### config.mk
export PLATFORM = sky130hd
export DESIGN_NAME = depth_line_rasterizer_top
export DESIGN_NICKNAME = d
export VERILOG_FILES = /design/src/dlr_pkg.sv /design/src/dlr_fifo.sv /design/src/dlr_front.sv /design/src/dlr_walk.sv /design/src/depth_line_rasterizer_top.sv
export SDC_FILE = /design/constraint.sdc
export NUM_CORES = 2
export LEC_CHECK = 0
export ABC_AREA = 0
export BUFFER_PORTS_ARGS = -buffer_cell sky130_fd_sc_hd__buf_4
export CORE_UTILIZATION = 40
export DETAILED_ROUTE_END_ITERATION = 7
export GPL_TIMING_DRIVEN = 0
export HOLD_SLACK_MARGIN = 0.02
export PLACE_DENSITY = 0.56
export SYNTH_ARGS = -nofsm -noshare
export SYNTH_HDL_FRONTEND = slang
export SYNTH_SLANG_ARGS = --single-unit
### constraint.sdc
create_clock -name clk -period 21.1 [get_ports clk]
set_clock_uncertainty 0.2 [all_clocks]
set_input_delay 2.11 -clock clk [delete_from_list [all_inputs] [get_ports clk]]
set_output_delay 2.11 -clock clk [all_outputs]
set_load 0.01 [all_outputs]
### src/dlr_pkg.sv
// shared types, widths and codes of the depth line rasteriser
// no dependencies
`default_nettype none

package dlr_pkg;

  localparam int COORD_W      = 12;
  localparam int DEPTH_W      = 32;
  localparam int COLOR_W      = 24;
  localparam int PIX_W        = 6;
  localparam int SIDE_W       = 7;
  localparam int CFG_IDX_W    = 1;
  localparam int DEF_MAX_SIDE = 64;

  localparam int EXT_W   = COORD_W;
  localparam int MINOR_W = COORD_W + 2;
  localparam int NUM_W   = DEPTH_W + 1;
  localparam int SLOPE_W = DEPTH_W + 2;
  localparam int Z_W     = 48;
  localparam int ITER_W  = $clog2(NUM_W);

  localparam logic [CFG_IDX_W-1:0] REG_CANVAS_WIDTH  = 1'b0;
  localparam logic [CFG_IDX_W-1:0] REG_CANVAS_HEIGHT = 1'b1;

  typedef enum logic [2:0] {
    F_IDLE,
    F_DIV_Z,
    F_DIV_K,
    F_MUL,
    F_PUSH
  } front_state_t;

  typedef enum logic [1:0] {
    W_IDLE,
    W_RUN,
    W_FLUSH
  } walk_state_t;

  typedef struct packed {
    logic                        x_major;
    logic                        up;
    logic [PIX_W-1:0]            major;
    logic signed [MINOR_W-1:0]   minor;
    logic [SIDE_W-1:0]           nlim;
    logic [EXT_W-1:0]            step_a;
    logic [EXT_W-1:0]            dvs;
    logic [EXT_W-1:0]            rem;
    logic signed [SLOPE_W-1:0]   slope;
    logic signed [Z_W-1:0]       depth;
    logic [PIX_W-1:0]            count;
    logic [COLOR_W-1:0]          color;
  } walk_cmd_t;

endpackage

`default_nettype wire

### src/dlr_fifo.sv
// two-entry queue between line setup and pixel walk
// no package dependencies
`default_nettype none

module dlr_fifo #(
  parameter int WIDTH = 8
) (
  input  logic             clk,
  input  logic             rst_n,
  input  logic             push,
  input  logic [WIDTH-1:0] push_data,
  output logic             full,
  input  logic             pop,
  output logic [WIDTH-1:0] pop_data,
  output logic             empty
);

  logic [WIDTH-1:0] mem_r [2];
  logic             wptr_r, rptr_r;
  logic [1:0]       cnt_r;

  assign full     = cnt_r == 2'd2;
  assign empty    = cnt_r == 2'd0;
  assign pop_data = mem_r[rptr_r];

  always_ff @(posedge clk) begin
    if (push && !full) begin
      mem_r[wptr_r] <= push_data;
    end
  end

  always_ff @(posedge clk) begin
    if (!rst_n) begin
      wptr_r <= 1'b0;
      rptr_r <= 1'b0;
      cnt_r  <= 2'd0;
    end else begin
      if (push && !full) wptr_r <= ~wptr_r;
      if (pop && !empty) rptr_r <= ~rptr_r;
      if ((push && !full) && !(pop && !empty)) cnt_r <= cnt_r + 2'd1;
      else if (!(push && !full) && (pop && !empty)) cnt_r <= cnt_r - 2'd1;
    end
  end

endmodule

`default_nettype wire

### src/dlr_front.sv
// line setup: endpoint ordering, clipping limits, slope and start offset division
// depends on dlr_pkg
`default_nettype none

module dlr_front #(
  parameter int MAX_SIDE = dlr_pkg::DEF_MAX_SIDE
) (
  input  logic                                  clk,
  input  logic                                  rst_n,
  input  logic                                  in_valid,
  output logic                                  in_ready,
  input  logic signed [dlr_pkg::COORD_W-1:0]    in_start_x,
  input  logic signed [dlr_pkg::COORD_W-1:0]    in_start_y,
  input  logic signed [dlr_pkg::DEPTH_W-1:0]    in_start_depth,
  input  logic signed [dlr_pkg::COORD_W-1:0]    in_end_x,
  input  logic signed [dlr_pkg::COORD_W-1:0]    in_end_y,
  input  logic signed [dlr_pkg::DEPTH_W-1:0]    in_end_depth,
  input  logic [dlr_pkg::COLOR_W-1:0]           in_line_color,
  input  logic [dlr_pkg::SIDE_W-1:0]            canvas_width,
  input  logic [dlr_pkg::SIDE_W-1:0]            canvas_height,
  output logic                                  push,
  output dlr_pkg::walk_cmd_t                    push_cmd,
  input  logic                                  full
);

  import dlr_pkg::*;

  localparam logic [SIDE_W-1:0] SIDE_MAX = SIDE_W'(MAX_SIDE);

  front_state_t state_r, state_nxt;

  logic signed [COORD_W:0]    dx, dy;
  logic [EXT_W-1:0]           adx, ady, mlen, alen;
  logic                       x_major, swp, zero_len, up, accept, empty_line;
  logic signed [COORD_W-1:0]  ms, ns, ne;
  logic signed [DEPTH_W-1:0]  zs, ze;
  logic signed [NUM_W-1:0]    diff;
  logic [SIDE_W-1:0]          w_eff, h_eff, mlim, nlim;
  logic [EXT_W-1:0]           k0;
  logic signed [MINOR_W-1:0]  k1a, k1, k0s;

  walk_cmd_t                  cmd_r;
  logic signed [NUM_W-1:0]    diff_r;
  logic [EXT_W-1:0]           k0_r;
  logic signed [DEPTH_W-1:0]  zs_r;
  logic signed [COORD_W-1:0]  ns_r;
  logic [EXT_W-1:0]           off_r;

  logic [NUM_W-1:0]           num_r, num_nxt;
  logic [EXT_W-1:0]           drem_r, drem_nxt;
  logic [ITER_W-1:0]          iter_r;
  logic [EXT_W:0]             trial;
  logic                       ge, div_last;
  logic [SLOPE_W-1:0]         q_ext;

  assign dx = $signed({in_end_x[COORD_W-1], in_end_x}) -
              $signed({in_start_x[COORD_W-1], in_start_x});
  assign dy = $signed({in_end_y[COORD_W-1], in_end_y}) -
              $signed({in_start_y[COORD_W-1], in_start_y});
  assign adx = dx[COORD_W] ? EXT_W'(-dx) : EXT_W'(dx);
  assign ady = dy[COORD_W] ? EXT_W'(-dy) : EXT_W'(dy);
  assign zero_len = (dx == '0) && (dy == '0);
  assign x_major  = !(ady > adx);
  assign swp  = x_major ? (in_start_x > in_end_x) : (in_start_y > in_end_y);
  assign ms   = x_major ? (swp ? in_end_x : in_start_x) : (swp ? in_end_y : in_start_y);
  assign ns   = x_major ? (swp ? in_end_y : in_start_y) : (swp ? in_end_x : in_start_x);
  assign ne   = x_major ? (swp ? in_start_y : in_end_y) : (swp ? in_start_x : in_end_x);
  assign zs   = (zero_len || swp) ? in_end_depth : in_start_depth;
  assign ze   = swp ? in_start_depth : in_end_depth;
  assign up   = ne > ns;
  assign mlen = x_major ? adx : ady;
  assign alen = x_major ? ady : adx;
  assign diff = zero_len ? '0 :
                $signed({ze[DEPTH_W-1], ze}) - $signed({zs[DEPTH_W-1], zs});

  assign w_eff = (canvas_width  > SIDE_MAX) ? SIDE_MAX : canvas_width;
  assign h_eff = (canvas_height > SIDE_MAX) ? SIDE_MAX : canvas_height;
  assign mlim  = x_major ? w_eff : h_eff;
  assign nlim  = x_major ? h_eff : w_eff;

  assign k0  = ms[COORD_W-1] ? EXT_W'(-$signed({ms[COORD_W-1], ms})) : '0;
  assign k0s = $signed({2'b00, k0});
  assign k1a = $signed({{(MINOR_W-SIDE_W){1'b0}}, mlim}) - MINOR_W'(1) -
               $signed({{2{ms[COORD_W-1]}}, ms});
  assign k1  = ($signed({2'b00, mlen}) < k1a) ? $signed({2'b00, mlen}) : k1a;
  assign empty_line = k1 < k0s;

  assign accept = in_valid && in_ready;

  // restoring division step, one quotient bit a cycle
  assign trial    = {drem_r, num_r[NUM_W-1]};
  assign ge       = trial >= {1'b0, cmd_r.dvs};
  assign drem_nxt = ge ? EXT_W'(trial - {1'b0, cmd_r.dvs}) : trial[EXT_W-1:0];
  assign num_nxt  = {num_r[NUM_W-2:0], ge};
  assign div_last = iter_r == ITER_W'(NUM_W - 1);
  assign q_ext    = {1'b0, num_nxt};

  always_comb begin
    state_nxt = state_r;
    unique case (state_r)
      F_IDLE:  if (accept && !empty_line) state_nxt = F_DIV_Z;
      F_DIV_Z: if (div_last) state_nxt = F_DIV_K;
      F_DIV_K: if (div_last) state_nxt = F_MUL;
      F_MUL:   state_nxt = F_PUSH;
      F_PUSH:  if (!full) state_nxt = F_IDLE;
      default: state_nxt = F_IDLE;
    endcase
  end

  always_comb begin
    in_ready = 1'b0;
    push     = 1'b0;
    unique case (state_r)
      F_IDLE:  in_ready = 1'b1;
      F_PUSH:  push = !full;
      default: begin
        in_ready = 1'b0;
        push     = 1'b0;
      end
    endcase
  end

  assign push_cmd = cmd_r;

  always_ff @(posedge clk) begin
    if (!rst_n) state_r <= F_IDLE;
    else        state_r <= state_nxt;
  end

  always_ff @(posedge clk) begin
    case (state_r)
      F_IDLE: begin
        if (accept) begin
          cmd_r.x_major <= x_major;
          cmd_r.up      <= up;
          cmd_r.major   <= PIX_W'($signed({{2{ms[COORD_W-1]}}, ms}) + k0s);
          cmd_r.nlim    <= nlim;
          cmd_r.step_a  <= alen;
          cmd_r.dvs     <= zero_len ? EXT_W'(1) : mlen;
          cmd_r.count   <= PIX_W'(k1 - k0s);
          cmd_r.color   <= in_line_color;
          diff_r        <= diff;
          k0_r          <= k0;
          zs_r          <= zs;
          ns_r          <= ns;
          num_r         <= diff[NUM_W-1] ? NUM_W'(-diff) : NUM_W'(diff);
          drem_r        <= '0;
          iter_r        <= '0;
        end
      end
      F_DIV_Z: begin
        if (div_last) begin
          cmd_r.slope <= diff_r[NUM_W-1] ? $signed(-q_ext) : $signed(q_ext);
          num_r       <= NUM_W'({{EXT_W{1'b0}}, k0_r} * {{EXT_W{1'b0}}, cmd_r.step_a});
          drem_r      <= '0;
          iter_r      <= '0;
        end else begin
          iter_r <= iter_r + ITER_W'(1);
          drem_r <= drem_nxt;
          num_r  <= num_nxt;
        end
      end
      F_DIV_K: begin
        iter_r <= iter_r + ITER_W'(1);
        drem_r <= drem_nxt;
        num_r  <= num_nxt;
        if (div_last) begin
          off_r     <= num_nxt[EXT_W-1:0];
          cmd_r.rem <= drem_nxt;
        end
      end
      F_MUL: begin
        cmd_r.depth <= Z_W'($signed({{(Z_W-DEPTH_W){zs_r[DEPTH_W-1]}}, zs_r}) +
                        Z_W'($signed({1'b0, k0_r}) * cmd_r.slope));
        cmd_r.minor <= cmd_r.up ?
                       $signed({{2{ns_r[COORD_W-1]}}, ns_r}) + $signed({2'b00, off_r}) :
                       $signed({{2{ns_r[COORD_W-1]}}, ns_r}) - $signed({2'b00, off_r});
      end
      default: begin
      end
    endcase
  end

endmodule

`default_nettype wire

### src/dlr_walk.sv
// pixel walk: steps the major axis, tracks minor error and depth, emits pixels
// depends on dlr_pkg
`default_nettype none

module dlr_walk (
  input  logic                                 clk,
  input  logic                                 rst_n,
  input  logic                                 cmd_empty,
  input  dlr_pkg::walk_cmd_t                   cmd,
  output logic                                 cmd_pop,
  output logic                                 out_valid,
  input  logic                                 out_ready,
  output logic [dlr_pkg::PIX_W-1:0]            out_pixel_x,
  output logic [dlr_pkg::PIX_W-1:0]            out_pixel_y,
  output logic signed [dlr_pkg::DEPTH_W-1:0]   out_pixel_depth,
  output logic [dlr_pkg::COLOR_W-1:0]          out_pixel_color,
  output logic                                 out_last_pixel
);

  import dlr_pkg::*;

  localparam logic signed [Z_W-1:0] Z_MAX = Z_W'({1'b0, {(DEPTH_W-1){1'b1}}});
  localparam logic signed [Z_W-1:0] Z_MIN = -Z_MAX - Z_W'(1);

  walk_state_t state_r, state_nxt;
  walk_cmd_t   w_r;

  logic                         pend_valid_r;
  logic [PIX_W-1:0]             pend_x_r, pend_y_r;
  logic signed [DEPTH_W-1:0]    pend_z_r;

  logic                         out_valid_r, out_last_r;
  logic [PIX_W-1:0]             out_x_r, out_y_r;
  logic signed [DEPTH_W-1:0]    out_z_r;
  logic [COLOR_W-1:0]           out_color_r;

  logic                         in_canvas, out_free, adv, out_load, flush_load, step_carry;
  logic [EXT_W:0]               rem_sum;
  logic signed [DEPTH_W-1:0]    z_sat;
  logic [PIX_W-1:0]             minor_pix;

  assign in_canvas = !w_r.minor[MINOR_W-1] &&
                     (w_r.minor < $signed({{(MINOR_W-SIDE_W){1'b0}}, w_r.nlim}));
  assign out_free = !out_valid_r || out_ready;
  assign adv      = (state_r == W_RUN) && (!in_canvas || !pend_valid_r || out_free);
  assign flush_load = (state_r == W_FLUSH) && pend_valid_r && out_free;
  assign out_load = (adv && in_canvas && pend_valid_r) || flush_load;

  assign rem_sum    = {1'b0, w_r.rem} + {1'b0, w_r.step_a};
  assign step_carry = rem_sum >= {1'b0, w_r.dvs};
  assign minor_pix  = w_r.minor[PIX_W-1:0];
  assign z_sat = (w_r.depth > Z_MAX) ? DEPTH_W'(Z_MAX) :
                 (w_r.depth < Z_MIN) ? DEPTH_W'(Z_MIN) : DEPTH_W'(w_r.depth);

  always_comb begin
    state_nxt = state_r;
    unique case (state_r)
      W_IDLE:  if (!cmd_empty) state_nxt = W_RUN;
      W_RUN:   if (adv && (w_r.count == '0)) state_nxt = W_FLUSH;
      W_FLUSH: if (!pend_valid_r || out_free) state_nxt = W_IDLE;
      default: state_nxt = W_IDLE;
    endcase
  end

  always_comb begin
    cmd_pop = 1'b0;
    unique case (state_r)
      W_IDLE:  cmd_pop = !cmd_empty;
      default: cmd_pop = 1'b0;
    endcase
  end

  always_ff @(posedge clk) begin
    if (!rst_n) state_r <= W_IDLE;
    else        state_r <= state_nxt;
  end

  always_ff @(posedge clk) begin
    if (cmd_pop) begin
      w_r <= cmd;
    end else if (adv) begin
      w_r.major <= w_r.major + PIX_W'(1);
      w_r.count <= w_r.count - PIX_W'(1);
      w_r.depth <= w_r.depth + Z_W'(w_r.slope);
      if (step_carry) begin
        w_r.rem   <= EXT_W'(rem_sum - {1'b0, w_r.dvs});
        w_r.minor <= w_r.up ? w_r.minor + MINOR_W'(1) : w_r.minor - MINOR_W'(1);
      end else begin
        w_r.rem <= rem_sum[EXT_W-1:0];
      end
    end
  end

  // one pixel held back so the final one can be flagged
  always_ff @(posedge clk) begin
    if (!rst_n) begin
      pend_valid_r <= 1'b0;
    end else if (adv && in_canvas) begin
      pend_valid_r <= 1'b1;
    end else if (flush_load) begin
      pend_valid_r <= 1'b0;
    end
  end

  always_ff @(posedge clk) begin
    if (adv && in_canvas) begin
      pend_x_r <= w_r.x_major ? w_r.major : minor_pix;
      pend_y_r <= w_r.x_major ? minor_pix : w_r.major;
      pend_z_r <= z_sat;
    end
  end

  always_ff @(posedge clk) begin
    if (!rst_n) begin
      out_valid_r <= 1'b0;
    end else if (out_load) begin
      out_valid_r <= 1'b1;
    end else if (out_ready) begin
      out_valid_r <= 1'b0;
    end
  end

  always_ff @(posedge clk) begin
    if (out_load) begin
      out_x_r     <= pend_x_r;
      out_y_r     <= pend_y_r;
      out_z_r     <= pend_z_r;
      out_color_r <= w_r.color;
      out_last_r  <= flush_load;
    end
  end

  assign out_valid       = out_valid_r;
  assign out_pixel_x     = out_x_r;
  assign out_pixel_y     = out_y_r;
  assign out_pixel_depth = out_z_r;
  assign out_pixel_color = out_color_r;
  assign out_last_pixel  = out_last_r;

  a_idle_no_pending: assert property (@(posedge clk) disable iff (!rst_n)
    (state_r == W_IDLE) |-> !pend_valid_r)
    else $error("pending pixel left over while walk idle");

  a_flush_sets_last: assert property (@(posedge clk) disable iff (!rst_n)
    flush_load |=> (out_valid_r && out_last_r))
    else $error("flushed pixel not marked last");

  a_no_load_when_busy: assert property (@(posedge clk) disable iff (!rst_n)
    out_load |-> out_free)
    else $error("output register overwritten while stalled");

  a_pop_only_idle: assert property (@(posedge clk) disable iff (!rst_n)
    cmd_pop |=> (state_r == W_RUN))
    else $error("walk did not start after taking a line");

endmodule

`default_nettype wire

### src/depth_line_rasterizer_top.sv
// Line rasteriser with depth interpolation. One line transaction is set up by the front
// (ordering, clip limits, a restoring division for the depth slope and another for the
// start offset of the minor axis, then a multiply) and queued; the walk then steps the
// clipped major span (at most 64 steps) one position per cycle while the output is not
// stalled, emitting the pixels that fall on the canvas, and it overlaps with the front.
// Lines whose major span misses the canvas are dropped by the front and produce no pixels.
`default_nettype none

module depth_line_rasterizer_top #(
  parameter int MAX_SIDE = dlr_pkg::DEF_MAX_SIDE
) (
  input  logic                                 clk,
  input  logic                                 rst_n,
  input  logic                                 cfg_we,
  input  logic [dlr_pkg::CFG_IDX_W-1:0]        cfg_index,
  input  logic [dlr_pkg::SIDE_W-1:0]           cfg_data,
  input  logic                                 in_valid,
  output logic                                 in_ready,
  input  logic signed [dlr_pkg::COORD_W-1:0]   in_start_x,
  input  logic signed [dlr_pkg::COORD_W-1:0]   in_start_y,
  input  logic signed [dlr_pkg::DEPTH_W-1:0]   in_start_depth,
  input  logic signed [dlr_pkg::COORD_W-1:0]   in_end_x,
  input  logic signed [dlr_pkg::COORD_W-1:0]   in_end_y,
  input  logic signed [dlr_pkg::DEPTH_W-1:0]   in_end_depth,
  input  logic [dlr_pkg::COLOR_W-1:0]          in_line_color,
  output logic                                 out_valid,
  input  logic                                 out_ready,
  output logic [dlr_pkg::PIX_W-1:0]            out_pixel_x,
  output logic [dlr_pkg::PIX_W-1:0]            out_pixel_y,
  output logic signed [dlr_pkg::DEPTH_W-1:0]   out_pixel_depth,
  output logic [dlr_pkg::COLOR_W-1:0]          out_pixel_color,
  output logic                                 out_last_pixel
);

  import dlr_pkg::*;

  localparam int CMD_W = $bits(walk_cmd_t);

  logic [SIDE_W-1:0] canvas_width_r, canvas_height_r;
  logic              push, full, pop, empty;
  walk_cmd_t         push_cmd, pop_cmd;
  logic [CMD_W-1:0]  pop_bits;

  always_ff @(posedge clk) begin
    if (!rst_n) begin
      canvas_width_r  <= SIDE_W'(64);
      canvas_height_r <= SIDE_W'(64);
    end else if (cfg_we) begin
      unique case (cfg_index)
        REG_CANVAS_WIDTH:  canvas_width_r  <= cfg_data;
        REG_CANVAS_HEIGHT: canvas_height_r <= cfg_data;
        default: begin
        end
      endcase
    end
  end

  dlr_front #(.MAX_SIDE(MAX_SIDE)) u_front (
    .clk, .rst_n, .in_valid, .in_ready,
    .in_start_x, .in_start_y, .in_start_depth,
    .in_end_x, .in_end_y, .in_end_depth, .in_line_color,
    .canvas_width (canvas_width_r),
    .canvas_height(canvas_height_r),
    .push, .push_cmd, .full
  );

  dlr_fifo #(.WIDTH(CMD_W)) u_fifo (
    .clk, .rst_n,
    .push, .push_data(push_cmd), .full,
    .pop, .pop_data(pop_bits), .empty
  );

  assign pop_cmd = walk_cmd_t'(pop_bits);

  dlr_walk u_walk (
    .clk, .rst_n,
    .cmd_empty(empty), .cmd(pop_cmd), .cmd_pop(pop),
    .out_valid, .out_ready,
    .out_pixel_x, .out_pixel_y, .out_pixel_depth, .out_pixel_color, .out_last_pixel
  );

endmodule

`default_nettype wire
Yosys cells after proc, flatten, opt, wreduce, memory -nomap -nowiden
Memory sizes are Yosys's and may differ from the RTL's. A register that Yosys moved wholly into a read port is not among the register bits.
Index checks and enable logic that the tools add are counted.
Storage, ports and cells
  output and inout bits: 71
  register bits after elaboration: 644
  bits in writable memories: 354
  logic and storage cells: 230
  input port bits: 149
  memories: 1
Cells by class
  reductions and logical operators: 51
  multiply operators: 2
  equality and inequality tests: 16
  add/subtract/negate cells: 26
  order comparisons: 13
  bitwise logic cells: 3
  muxes and demuxes: 68
Memory list
  u_fifo.mem_r: depth 2, width 177, rd ports 1, clocked after memory_dff 1, write ports 1, RTL line dlr_fifo.sv:18  | logic [WIDTH-1:0] mem_r [2];
Operators by type and width (number)
  two-way mux 12 bit: 18
  two-way mux 33 bit: 5
  two-way mux 54 bit: 2
  one-hot mux 33 bit (3 select lines): 1
  two-way mux 32 bit: 3
  two-way mux 14 bit: 4
  adder 32 x 47 -> 48 bit: 1
  adder 48 x 34 -> 48 bit: 1
  > comparator 12 bit: 4
  > comparator 48 x 32 -> 1 bit, second input constant: 1
  less-than comparator 48 x 32 -> 1 bit, second input constant: 1
  multiplier 13 x 34 -> 47 bit: 1
  two-way mux 20 bit: 2
  negator 12 bit: 3
  one-hot mux 12 bit (3 select lines): 1
  negator 33 -> 34 bit: 1
  negator 33 bit: 1
  subtractor 32 x 32 -> 33 bit: 1
  two-way mux 7 bit: 4
  >= comparator 13 x 12 -> 1 bit: 2
  zero test 13 bit: 2
  subtractor 12 x 12 -> 13 bit: 2
  multiplier 12 x 12 -> 24 bit: 1
  two-way mux 6 bit: 4
  other kinds (44): 113

Longest topological paths before layout
  word-level depth: 15
  gate-level depth with buffers: 65
  mapped depth without buffers: 61

By module
Synthesis repeated with hierarchy kept, for this count alone.
Second synthesis, totals
  cells, all modules: 6067
  area, all modules: 69660.6 um2
By module, submodules not included
  dlr_front: instances 1, cells each 4181, area each 40592.7 um2, sequential area each 8978.6 um2
  dlr_walk: instances 1, cells each 1254, area each 14979.4 um2, sequential area each 8788.4 um2
  dlr_fifo: instances 1, cells each 576, area each 13545.5 um2, sequential area each 10730.3 um2
  depth_line_rasterizer_top: instances 1, cells each 56, area each 543.0 um2, sequential area each 280.3 um2

Worst setup path before layout
OpenSTA, ideal clock, no wires.
  path kind: reg-to-reg
  from: register u_front.state_r[2]
  to: register u_fifo.wptr_r
  arrival: 18.589 ns
  setup time: 0.134 ns
  required time: 20.766 ns
  buffers on the path: 1
  cell stages (with the launch flop): 5
  period minus slack after synthesis: 18.923 ns
  slack: 2.177 ns
  path through: dfxtp_1 > clkbuf_1 > o21ai_0 > nor4_1 > o21a_1
Between the ends
  cells in the longest elaborated chain, start to end: 3
Ends and longest elaborated chain
  start, declared: RTL line dlr_front.sv:30  | front_state_t state_r, state_nxt;
  start signal, assigned: RTL line dlr_front.sv:127  | else state_r <= state_nxt;
  == test 3 bit: RTL line dlr_front.sv:113  | unique case (state_r)
  two-way mux 1 bit: RTL line dlr_front.sv:113
  logical AND 1 bit: RTL line dlr_fifo.sv:38  | if (push && !full) wptr_r <= ~wptr_r;
  end signal, assigned: RTL line dlr_fifo.sv:38
  end, declared: RTL line dlr_fifo.sv:19  | logic wptr_r, rptr_r;
Every way passes these cells.
A chain may end at the register's enable or synchronous reset.

Worst setup path in the final report
  from: input in_start_y[0] (netlist name)
  to: register u_front.state_r[1]
Between the ends
  cells in the longest elaborated chain, start to end: 15
  elaborated cells between the ends (all ways): 22
  those cells by class: add/sub (5); order compare (4); eq/ne (1); mux (9); reduce/logical (3)
Ends and longest elaborated chain
  start, declared: RTL line depth_line_rasterizer_top.sv:20  | input logic signed [dlr_pkg::COORD_W-1:0] in_start_y,
  branches (longest 10 deep; another with less-than comparator 13 x 14 -> 1 bit)
  less-than comparator 14 x 13 -> 1 bit *: RTL line dlr_front.sv:86  | assign empty_line = k1 < k0s;
  zero test 1 bit *: RTL line dlr_front.sv:101  | F_IDLE: if (accept && !empty_line) state_nxt = F_DIV_Z;
  logical AND 1 bit *: RTL line dlr_front.sv:101
  != test 2 x 1 -> 1 bit (no source line) *
  AND reduction 4 bit (no source line) *
Mark *: on every way between the ends.

==> metrics.yaml <==
outcome: "finished clean"
io_buffers: 217
n_fill_cell: 15500
period_needed_ns: 14.60
cts_buffers: 105
yosysUniqueCellTypes: 94
arrival_ns: 15.02
ys_warn_count: 0
cts_buffer_depth: 3
wl_per_cell_um: 21.6
ys_top_cells_by_area: "edfxtp_1 (42%), fa_1 (15%), ha_1 (7.7%)"
drt_pass1_iterations: 5
final-hold-violation-count: 0
htree_num_levels: 3
syn_area_mm2: 0.0680
synthDominantCellAreaShare: 0.416
synth-async-reset-ratio: 0
viasPerCell: 5.24
cp_max_fo: 10
clk_pin_slew_ns: 0.06
clockRootBuffer: "clkbuf_16"
synth_edf_count: 941
cts_hold_buf: 0
core_area_mm2: 0.168
antenna_left: 0
grt_pass1_vias: 46000
crit_path_frequent_cell: "a21o_1"
vias: 45400
antenna_found_initial: 14
die_y_um: 414
ios: 220
areaGrowthSynthToFinish_pct: 12.8
setup_viol: 0
utilization: 0.456
slowest_stage: "or4_1"
multi_input_area_mm2: 0.0356
overflow: 0
drv_slew: 0
cts_tree: "built"
critical_path.endpoint_type: "register"
syn_nets: 7085
die_area_mm2: 0.172
yosysTopAreaCell: "edfxtp_1"
postCtsSetupRepairBufs: 0
max_freq_ghz: 0.0685
hold_path_class: "reg -> reg"
drive_gt1_frac: 0.104
cp-start-kind: "input port"
path_delay_family: "compound AO/OA/AOI/OAI gates"
critPathMaxStageDelay_ns: 0.61
dr.first_iter.drc_count: 3750
register_area_mm2: 0.0288
synthFlopType: "edfxtp_1"
num-nets-final: 7455
ys_seq_area_frac: 0.423
finalCritPeriodShare: 0.692
fp-row-count: 150
crit_required_ns: 21.52
cts_resized: 0
initial_utilization: 0.405
relSlewSlack: 0.123
ys_seq_elements: 967
synth_cells: 6004
totalWireLength_mm: 187
rsz0062_at_grt: "false"
grt_max_degree: 59
cap_violations: 0
tightest_slew_ns: 1.32
routabilityCongestion: 0.908
crit_type: "in -> reg"
path_buf_inv: 9
clock_sinks: 967
avgSynthCellArea_um2: 11.3
die_width_um: 414
drc_errors: 0
clk_latency_ns: 0.79
grtUsageTotal: 0.219
dp_hpwl_mm: 148
grt_first_pass_wirelength_mm: 286
-- through the flow --
step / hold WS, ns / setup slack (ns) / area (µm²) / cells / setup TNS, ns
global route: 0.191 / 5.63 / 76600 / 8666 / 0
floorplan: 0.200 / 2.18 / 68000 / 6004 / 0
finish: 0.193 / 6.50 / 76600 / 8667 / 0
CTS: 0.172 / 6.61 / 76600 / 8665 / 0
detailed placement: 0.205 / 5.83 / 73000 / 8470 / 0
global placement: 0.202 / -10.17 / 72300 / 8425 / -1765.98
-- routing by layer --
layer,wire [µm],global-route usage,up-vias
met5,0,0,-
met4,4030,0.0524,0
met3,12900,0.0363,199
met2,80700,0.334,1305
met1,89400,0.324,22500
li1,-,-,21400
-- area by class of cell --
type | count | share of cell area
clock inverters | 75 | 0.0121
inverters | 722 | 0.0354
repair buffers | 263 | 0.0292
well taps | 2204 | 0.0360
plain buffers | 244 | 0.0125
clock buffers | 120 | 0.0350
multi-input cells | 4071 | 0.464
flip-flops and latches | 967 | 0.376
diodes | 1 | 0.0000327
-- flip-flops by register name, indices dropped and copies added, names as in the netlist, 12 cells and up, named ones only --
signal,flops
u_fifo.mem_r,354
u_front.drem_r,12
u_front.k0_r,12
u_front.ns_r,12
u_front.num_r,33
u_front.off_r,12
u_front.push_cmd,177
u_front.zs_r,32
u_walk.out_pixel_color,24
u_walk.out_pixel_depth,32
u_walk.pend_z_r,32
u_walk.w_r,171
-- synth_stat cells, types with 56 or more instances --
cell	number
xnor2_1	228
nor2_1	185
ha_1	417
and2_1	299
fa_1	515
xor2_1	98
a21o_1	95
nand2b_1	63
nand2_1	621
o21bai_1	56
edfxtp_1	941
inv_1	718
nor2b_1	71
clkbuf_1	211
nand3_1	62
mux2i_1	137
mux2_2	174
o21ai_0	230
a21oi_1	298
-- path summary, 6_finish.rpt --
| path | start | to | slack (ns) | depth (start not counted) |
|---|---|---|---|---|
| max reg2reg | u_front.k0_r[1] | u_front.push_cmd[77] | 11.37 | 26 |
| min | u_front.push_cmd[166] | u_fifo.mem_r[1][166] | 0.19 | 0 |
| max | in_start_y[0] | u_front.state_r[1] | 6.50 | 61 |
| min reg2reg | u_front.push_cmd[166] | u_fifo.mem_r[1][166] | 0.19 | 0 |
-- layout by cell type (no fill, tap or decap), types with 95 or more instances in the layout --
| master | n |
|---|---|
| clkbuf_16 | 105 |
| o21ai_0 | 228 |
| buf_4 | 246 |
| clkbuf_1 | 225 |
| fa_1 | 515 |
| inv_1 | 718 |
| xor2_1 | 98 |
| mux2i_1 | 137 |
| xnor2_1 | 228 |
| nor2_1 | 184 |
| and2_1 | 297 |
| ha_1 | 417 |
| nand2_1 | 620 |
| mux2_2 | 174 |
| a21oi_1 | 298 |
| edfxtp_1 | 941 |
| a21o_1 | 95 |
-- cell families (layout without fill, tap and decap cells) --
logic type                 after synthesis  after routing  share of synthesized area
and+or+nand+nor                       1504           1504                      0.109
AOI/OAI and AO/OA                      989            989                     0.0925
DFF                                    967            967                      0.423
buffers and inverters                  966           1424                     0.0539
adders and majority gates              933            933                      0.229
xor gates and xnor gates               329            329                     0.0427
muxes                                  316            316                     0.0500
other                                    0              1                          0
Power is not shown: default switching activity piles up to over one toggle a cycle in this logic, so the estimate is an artifact.
